**src/sv/clc_pkg.sv**
```systemverilog
// clc_pkg: modes, status codes and shared types of the circular list block
// no dependencies
`default_nettype none
package clc_pkg;
    typedef enum logic [2:0] {
        M_INSERT = 3'd0, M_GET = 3'd1, M_DEL_AT = 3'd2, M_DEL_HANDLE = 3'd3,
        M_RESET = 3'd4, M_NEXT = 3'd5, M_CLEAR = 3'd6, M_NOP = 3'd7
    } t_mode;
    typedef enum logic [1:0] {
        ST_OK = 2'd0, ST_EMPTY = 2'd1, ST_FULL = 2'd2, ST_NOTFOUND = 2'd3
    } t_status;
endpackage
`default_nettype wire

```
**src/sv/clc_ram.sv**
```systemverilog
// clc_ram: generic single-port write, single-port read RAM, registered read
// no dependencies
`default_nettype none
module clc_ram #(
    parameter int WIDTH = 32,
    parameter int DEPTH = 16
) (
    input  wire logic                     i_clk,
    input  wire logic                     i_we,
    input  wire logic [$clog2(DEPTH)-1:0] i_waddr,
    input  wire logic [WIDTH-1:0]         i_wdata,
    input  wire logic [$clog2(DEPTH)-1:0] i_raddr,
    output logic      [WIDTH-1:0]         o_rdata
);
    logic [WIDTH-1:0] r_mem [DEPTH];
    always_ff @(posedge i_clk) begin
        if (i_we) begin
            r_mem[i_waddr] <= i_wdata;
        end
        o_rdata <= r_mem[i_raddr];
    end
endmodule
`default_nettype wire

```
**src/sv/circular_list_with_cursor_top.sv**
```systemverilog
// circular_list_with_cursor_top: circular list of handles with a cursor
// depends on clc_pkg and clc_ram
//
//  channel | signals                                  | direction
//  request | i_valid/o_ready, mode, position, handle  | in
//  result  | o_valid/i_ready, status, handles, count  | out
//
// entries live in one RAM; a request is served by a sequencer, result registered
// reset/next: read the entry, then the cursor; get: first subtract count until the position fits
// insert: one RAM read and write per shifted entry
// delete-at: read then shift; delete-handle: search, then read and shift
// one request at a time, ready again in the same cycle as its result appears; a new
// request is taken while a result waits, and its own result stalls until that one leaves
`default_nettype none
module circular_list_with_cursor_top
    import clc_pkg::*;
#(
    parameter int CAPACITY = 16
) (
    input  wire logic        i_clk,
    input  wire logic        i_rst_n,
    input  wire logic        i_valid,
    output logic             o_ready,
    input  wire logic [2:0]  i_mode,
    input  wire logic [7:0]  i_position,
    input  wire logic [31:0] i_item_handle,
    output logic             o_valid,
    input  wire logic        i_ready,
    output logic [1:0]       o_status,
    output logic [31:0]      o_result_handle,
    output logic [4:0]       o_element_count,
    output logic             o_cursor_valid,
    output logic [31:0]      o_cursor_handle
);
    localparam int AW = $clog2(CAPACITY);
    localparam int CW = $clog2(CAPACITY + 1);
    localparam int PW = (CW > 8) ? CW : 8;

    typedef enum logic [3:0] {
        S_IDLE, S_DISPATCH, S_MOD, S_READ, S_READW, S_SEARCH, S_SHIFT,
        S_CREAD, S_CWAIT, S_DONE
    } t_state;

    t_state       r_state;
    t_mode        r_mode;
    logic [PW-1:0] r_pos;
    logic [31:0]  r_handle;
    logic [CW-1:0] r_count;
    logic [AW-1:0] r_cidx;
    logic         r_cpres;
    logic [AW-1:0] r_k;
    logic [CW-1:0] r_shift;
    logic [1:0]   r_status;
    logic [31:0]  r_res;
    logic         r_busy;
    logic         r_rd_pend;

    logic          we;
    logic [AW-1:0] waddr;
    logic [31:0]   wdata;
    logic [AW-1:0] raddr;
    logic [31:0]   rdata;

    clc_ram #(.WIDTH(32), .DEPTH(CAPACITY)) u_ram (
        .i_clk(i_clk), .i_we(we), .i_waddr(waddr), .i_wdata(wdata),
        .i_raddr(raddr), .o_rdata(rdata)
    );

    logic [CW-1:0] cpos;
    logic          cnt_zero;
    logic          out_free;
    assign cpos     = ({1'b0, r_cidx} < {1'b0, r_count}) ? CW'(r_cidx) : '0;
    assign cnt_zero = (r_count == '0);
    assign out_free = !o_valid || i_ready;
    assign o_ready  = !r_busy;

    // combinational RAM control
    always_comb begin
        we    = 1'b0;
        waddr = r_k;
        wdata = rdata;
        raddr = r_k;
        case (r_state)
            S_SHIFT: begin
                // the entry from the registered RAM read moves one place
                if (r_rd_pend) begin
                    we = 1'b1;
                    if (r_mode == M_INSERT) begin
                        waddr = AW'(r_k + 2'd2);
                    end else begin
                        waddr = AW'(r_k - 2'd2);
                    end
                end
                if (r_mode == M_INSERT && r_shift == '0 && !r_rd_pend) begin
                    we    = 1'b1;
                    waddr = AW'(r_pos);
                    wdata = r_handle;
                end
            end
            S_CREAD, S_CWAIT: raddr = AW'(cpos);
            default: raddr = r_k;
        endcase
    end

    always_ff @(posedge i_clk) begin
        if (!i_rst_n) begin
            r_state   <= S_IDLE;
            r_busy    <= 1'b0;
            o_valid   <= 1'b0;
            r_count   <= '0;
            r_cidx    <= '0;
            r_cpres   <= 1'b0;
            r_rd_pend <= 1'b0;
        end else begin
            if (o_valid && i_ready && r_state != S_CWAIT) begin
                o_valid <= 1'b0;
            end
            case (r_state)
                S_IDLE: begin
                    if (i_valid) begin
                        r_mode   <= t_mode'(i_mode);
                        r_pos    <= PW'(i_position);
                        r_handle <= i_item_handle;
                        r_busy   <= 1'b1;
                        r_state  <= S_DISPATCH;
                    end
                end
                S_DISPATCH: begin
                    r_res     <= '0;
                    r_rd_pend <= 1'b0;
                    case (r_mode)
                        M_INSERT: begin
                            if (r_count >= CW'(CAPACITY)) begin
                                r_status <= ST_FULL;
                                r_state  <= S_CREAD;
                            end else begin
                                r_status <= ST_OK;
                                if (r_pos > PW'(r_count)) r_pos <= PW'(r_count);
                                r_shift <= r_count - ((r_pos > PW'(r_count)) ?
                                           r_count : CW'(r_pos));
                                r_k     <= AW'(r_count - 1'b1);
                                r_state <= S_SHIFT;
                            end
                        end
                        M_GET, M_DEL_AT, M_RESET, M_NEXT, M_DEL_HANDLE: begin
                            if (cnt_zero) begin
                                r_status <= ST_EMPTY;
                                r_state  <= S_CREAD;
                            end else begin
                                r_status <= ST_OK;
                                case (r_mode)
                                    M_GET:   r_state <= S_MOD;
                                    M_RESET: begin
                                        r_pos   <= '0;
                                        r_k     <= '0;
                                        r_state <= S_READ;
                                    end
                                    M_NEXT: begin
                                        r_pos   <= PW'(cpos);
                                        r_k     <= AW'(cpos);
                                        r_state <= S_READ;
                                    end
                                    M_DEL_AT: begin
                                        if (r_pos >= PW'(r_count)) begin
                                            r_pos <= PW'(r_count - 1'b1);
                                            r_k   <= AW'(r_count - 1'b1);
                                        end else begin
                                            r_k <= AW'(r_pos);
                                        end
                                        r_state <= S_READ;
                                    end
                                    default: begin
                                        r_k     <= '0;
                                        r_state <= S_SEARCH;
                                    end
                                endcase
                            end
                        end
                        M_CLEAR: begin
                            r_status <= ST_OK;
                            r_count  <= '0;
                            r_cidx   <= '0;
                            r_cpres  <= 1'b0;
                            r_state  <= S_CREAD;
                        end
                        default: begin
                            r_status <= ST_OK;
                            r_state  <= S_CREAD;
                        end
                    endcase
                end
                S_MOD: begin
                    if (r_pos >= PW'(r_count)) begin
                        r_pos <= r_pos - PW'(r_count);
                    end else begin
                        r_k     <= AW'(r_pos);
                        r_state <= S_READ;
                    end
                end
                S_READ: r_state <= S_READW;
                S_READW: begin
                    r_res <= rdata;
                    case (r_mode)
                        M_GET, M_RESET: begin
                            r_cidx  <= AW'(r_pos);
                            r_cpres <= 1'b1;
                            r_state <= S_CREAD;
                        end
                        M_NEXT: begin
                            r_cidx  <= (r_pos + 1'b1 < PW'(r_count)) ?
                                       AW'(r_pos + 1'b1) : '0;
                            r_cpres <= 1'b1;
                            r_state <= S_CREAD;
                        end
                        default: begin
                            // delete: shift followers down one place
                            r_shift   <= r_count - CW'(r_pos) - 1'b1;
                            r_k       <= AW'(r_pos + 1'b1);
                            r_rd_pend <= 1'b0;
                            r_state   <= S_SHIFT;
                        end
                    endcase
                end
                S_SEARCH: begin
                    if (r_rd_pend) begin
                        if (rdata == r_handle) begin
                            r_pos   <= PW'(AW'(r_k - 1'b1));
                            r_k     <= AW'(r_k - 1'b1);
                            r_rd_pend <= 1'b0;
                            r_state <= S_READ;
                        end else if (CW'(AW'(r_k - 1'b1)) == r_count - 1'b1) begin
                            r_status <= ST_NOTFOUND;
                            r_rd_pend <= 1'b0;
                            r_state  <= S_CREAD;
                        end else begin
                            r_k <= AW'(r_k + 1'b1);
                        end
                    end else begin
                        r_rd_pend <= 1'b1;
                        r_k       <= AW'(r_k + 1'b1);
                    end
                end
                S_SHIFT: begin
                    if (r_mode == M_INSERT) begin
                        if (r_shift != '0) begin
                            r_rd_pend <= 1'b1;
                            r_shift   <= r_shift - 1'b1;
                            r_k       <= AW'(r_k - 1'b1);
                        end else if (r_rd_pend) begin
                            r_rd_pend <= 1'b0;
                        end else begin
                            r_count   <= r_count + 1'b1;
                            r_cidx    <= AW'(r_pos);
                            r_cpres   <= 1'b1;
                            r_state   <= S_CREAD;
                        end
                    end else begin
                        if (r_shift == '0) begin
                            r_rd_pend <= 1'b0;
                            r_count   <= r_count - 1'b1;
                            if (r_count == CW'(1)) begin
                                r_cpres <= 1'b0;
                                r_cidx  <= '0;
                            end else if (r_mode == M_DEL_AT || !r_cpres ||
                                         cpos == CW'(r_pos)) begin
                                r_cpres <= 1'b1;
                                r_cidx  <= (CW'(r_pos) < r_count - 1'b1) ?
                                           AW'(r_pos) : '0;
                            end else begin
                                r_cidx <= (cpos > CW'(r_pos)) ?
                                          AW'(cpos - 1'b1) : AW'(cpos);
                            end
                            r_state <= S_CREAD;
                        end else begin
                            r_rd_pend <= 1'b1;
                            r_shift   <= r_shift - 1'b1;
                            r_k       <= AW'(r_k + 1'b1);
                        end
                    end
                end
                S_CREAD: r_state <= S_CWAIT;
                S_CWAIT: begin
                    if (out_free) begin
                        o_valid         <= 1'b1;
                        o_status        <= r_status;
                        o_result_handle <= (r_status == ST_OK) ? r_res : '0;
                        o_element_count <= 5'(r_count);
                        o_cursor_valid  <= r_cpres && !cnt_zero;
                        o_cursor_handle <= (r_cpres && !cnt_zero) ? rdata : '0;
                        r_busy          <= 1'b0;
                        r_state         <= S_IDLE;
                    end
                end
                default: r_state <= S_IDLE;
            endcase
        end
    end

    // count never passes capacity
    assert property (@(posedge i_clk) disable iff (!i_rst_n)
        r_count <= CW'(CAPACITY))
        else $error("count above capacity");
    assert property (@(posedge i_clk) disable iff (!i_rst_n)
        (r_state == S_IDLE) |-> !r_busy)
        else $error("busy while idle");
    assert property (@(posedge i_clk) disable iff (!i_rst_n)
        (r_state == S_IDLE && o_valid) |-> (o_cursor_valid == (o_element_count != 5'd0)))
        else $error("cursor and count disagree");
endmodule
`default_nettype wire
```
**config.mk**
```make
export PLATFORM = sky130hd
export DESIGN_NAME = circular_list_with_cursor_top
export DESIGN_NICKNAME = d
export VERILOG_FILES = /design/src/sv/clc_pkg.sv /design/src/sv/clc_ram.sv /design/src/sv/circular_list_with_cursor_top.sv
export SDC_FILE = /design/constraint.sdc
export NUM_CORES = 1
export LEC_CHECK = 0
export BUFFER_PORTS_ARGS = -buffer_cell sky130_fd_sc_hd__buf_2
export CORE_MARGIN = 8
export CORE_UTILIZATION = 50
export CTS_BUF_LIST = sky130_fd_sc_hd__clkbuf_4
export DETAILED_ROUTE_END_ITERATION = 6
export PLACE_DENSITY = 0.67
export SKIP_LAST_GASP = 1
export SLEW_MARGIN = 5
export SYNTH_ARGS = -nofsm -noshare
export SYNTH_HDL_FRONTEND = slang
export SYNTH_SLANG_ARGS = --single-unit
```
**constraint.sdc**
```tcl
create_clock -name i_clk -period 5.6 [get_ports i_clk]
set_input_delay 1.12 -clock i_clk [delete_from_list [all_inputs] [get_ports i_clk]]
set_output_delay 1.12 -clock i_clk [all_outputs]
set_load 0.02 [all_outputs]
```
==> impl_metrics.toml <==
[power_and_ir_drop]
clock_power_share_pct = 26.5
switching_power_uw = 5730
p_int_uw = 10600
leakage_uw = 0.0121
switching_share_pct = 35.2
combPwrFrac_pct = 28.2
powerDensity_nw_per_um2 = 474
vdd_ir_drop_max_uv = 239
seq_power_share_pct = 45.4

[setup_path]
crit_required_ps = 6380
cp.arrival_ps = 5310
cpMostUsedCell = "inv_1"
critPathMaxStageDelay_ps = 880
crit_type = "flip-flop to flip-flop"
crit_slowest_cell = "o21ai_1"
endpoint_kind = "flip-flop"
startpoint = "r_count[1]"
crit_path_cell_trace = "inv_1 > ha_1 > inv_1 > o21a_1 > o21ai_1 > inv_1 > ha_1 > nand4_1 > o211ai_1 > a31o_2 > a221oi_1 > a221oi_1"
worstReg2RegStart = "r_count[1]"
cp-start-kind = "flip-flop"
ff2ff_path_depth = 12
path_max_fanout = 13

[job]
max_cap_violations = 0

[synth]
synth-edff-count = 670
synth.ff_latch_count = 719
yosysUniqueCellTypes = 90
synth-async-reset-ratio_pct = 0
ys_seq_area_share_pct = 69.6
ys.flop_type = "edfxtp_1"
synth_warnings = 0
syn_area_sq_um = 30300
synth.avg_cell_area_sq_um = 15.2
syn_nets = 2081
synth_cells = 1993

[sta]
slew_viol_final = 0
worst_slew_pin_slew_ps = 1260
relSlewSlack_pct = 16.2
rsz0062_at_grt = "no"
tns_ps = 0
setup_violations = 0
hold_viol = 0
finClkSkew_ps = 81.5
min_period_ps = 4520
fmax_mhz = 221
fin_crit_sh_pct = 80.8

[clocking]
cts_resized = 0
cts_tree = "done"
clock_latency_ps = 1020
cts_hold_buf = 0
post_cts.repair.setup_buffers = 0
cts_inserted_buffers = 178
cts_max_path_buffers = 3
cts_root_buf = "clkbuf_4"
clock_sinks = 719
cts_max_level = 4
clk_pin_slew_ps = 70

[global_routing]
track_usage_pct = 23.8
grt_overflow = 0
grt_max_degree = 75
grt_pass1_wl_um = 123000
grt_antenna_before_repair = 1
grt_pass1_vias = 19400

[floorplan]
io-pin-count = 121
rows = 90
die_x_um = 262
placeableCoreArea_sq_um = 60100
die-area_sq_um = 68800
die_h_um = 262
initial_utilization_pct = 50.4

[finish]
nNetsFinal = 2330
area_delta_synth_final_pct = 13.3
utilization_pct = 57.2
drive_gt1_share_pct = 24.4
design_area_sq_um = 34400

[min_path]
hp-class = "primary input to flip-flop"
worstHoldStart = "i_item_handle[30]"
hold_depth = 1

[placement]
post_dp_cell_area_sq_um = 32100
io_buffer_count = 120
dp.final_hpwl_um = 54000
gp_congestion = 0.933

[route]
drc_errors = 0
routed_via_density = 6.10
wl_per_cell_um = 26.3
vias = 19300
firstDrtPassIters = 5
route.final.wire_length_um = 83400
drt_iter0_markers = 2127
ant_nets = 0

[outcome]
status = "finished clean"
==> power groups by stage <==
| stage | registers, uW | logic (uW) | clock network [uW] |
|---|---|---|---|
| final | 7390 | 4580 | 4310 |
| after floorplan | 7120 | 3130 | 0 |
| after global placement | 7460 | 4430 | 0 |
| after global routing | 7410 | 4920 | 4680 |
| after CTS | 7350 | 4520 | 4410 |
| after detailed placement | 7470 | 4500 | 0 |
==> path summary, 6_finish.rpt <==
| check | to | slack [ps] |
|---|---|---|
| hold reg to reg | o_status[0] | 460 |
| setup reg to reg | r_cidx[3] | 1080 |
| hold / removal | r_handle[30] | 300 |
| setup / recovery | r_cidx[3] | 1080 |
==> cells in the final DEF, fill, tap and decap left out, types with 8 or more instances in the layout <==
cell type    n
a211o_1     18
nor4_1      11
xor2_1      39
nand4_1     10
ha_1        38
a31oi_1     15
and3_1      48
buf_2      120
o221ai_1    26
nor2_4      14
a311o_1     15
a21o_1      13
nor2_1      60
o211ai_1     8
inv_1       38
o22ai_1     54
clkinv_1    41
clkbuf_4   267
buf_12       8
a221oi_1    11
clkinv_2     8
o21ai_0     76
or4_1       11
mux2i_1    104
and2_1      68
xnor2_1     21
a211oi_1    23
mux2_2      32
nand2_1     86
edfxtp_1   670
a22oi_1     15
nor3_1      17
dfxtp_1     49
a21oi_1     70
or3_1       13
nand3_1     50
buf_4       47
mux4_2      37
==> flip-flops by register name (all words and copies together) (netlist names) <==
name             flops
u_ram.r_mem        512
r_cidx               4
o_valid              1
o_result_handle     32
r_state              4
r_cpres              1
o_status             2
r_handle            32
r_rd_pend            1
r_count              5
r_busy               1
r_pos                8
r_shift              5
o_element_count      5
r_mode               3
u_ram.o_rdata       32
r_k                  4
r_res               32
r_status             2
o_cursor_valid       1
o_cursor_handle     32
==> cells in the mapped netlist (26+ instances only) <==
master,number,area (sq um)
nand2_1,87,327
ha_1,38,475
inv_1,38,143
dfxtp_1,49,981
xor2_1,39,342
and2_1,68,425
mux2i_1,104,1040
nor2_1,74,278
mux4_2,37,833
buf_2,31,155
o21ai_0,76,380
nand3_1,50,250
o221ai_1,26,228
and3_1,49,307
a21oi_1,71,355
edfxtp_1,670,20100
clkbuf_1,56,210
mux2_2,32,360
o22ai_1,54,338
==> area by class of cell <==
type                            instances  area (sq um)
Antenna cell                            1          2.50
Clock buffer                          267          2000
Clock inverter                         61           294
Fill cell                            4804         25800
Inverter                               39           146
Multi-Input combinational cell       1129          8730
Sequential cell                       719         21100
Tap cell                              782           978
Timing Repair Buffer                  175          1110
==> cells by family (layout without fill, tap and decap cells) <==
kind of cell               after synthesis  in the layout  share of synthesized area (%)
DFF                                    719            719                           69.6
and+or+nand+nor                        440            440                           7.81
AOI/OAI and AO/OA                      410            410                           9.33
muxes                                  178            178                           7.55
buffers and inverters                  145            542                           2.26
xor gates and xnor gates                60             60                           1.73
adders and majority gates               41             41                           1.77
other                                    0              1                              0
==> worst max-delay path, delay by kind of cell, from the launching register on <==
| family | cells | cell delay, ps |
|---|---|---|
| AOI/OAI and AO/OA | 6 | 2300 |
| DFF | 1 | 690 |
| buffers and inverters | 3 | 440 |
| adders and majority gates | 2 | 700 |
| and+or+nand+nor | 1 | 160 |
==> stage by stage <==
step / hold slack, ps / power, uW / worst slack, ps / instances
floorplan: 403 / 10300 / 1450 / 1993
global placement: 457 / 11900 / 1300 / 2844
detailed placement: 441 / 12000 / 1150 / 2844
CTS: 156 / 16300 / 1130 / 3172
global route: 209 / 17000 / 774 / 3173
finish: 296 / 16300 / 1080 / 3173
==> layer usage <==
metal,GRT usage (%),routed length (um),vias to the layer above
met4,8.73,2230,0
met5,0,0,-
li1,-,-,8521
met1,31.9,33700,9478
met3,7.95,9620,172
met2,36.0,37900,1171
No activity file was read; power rests on OpenSTA's default activity.
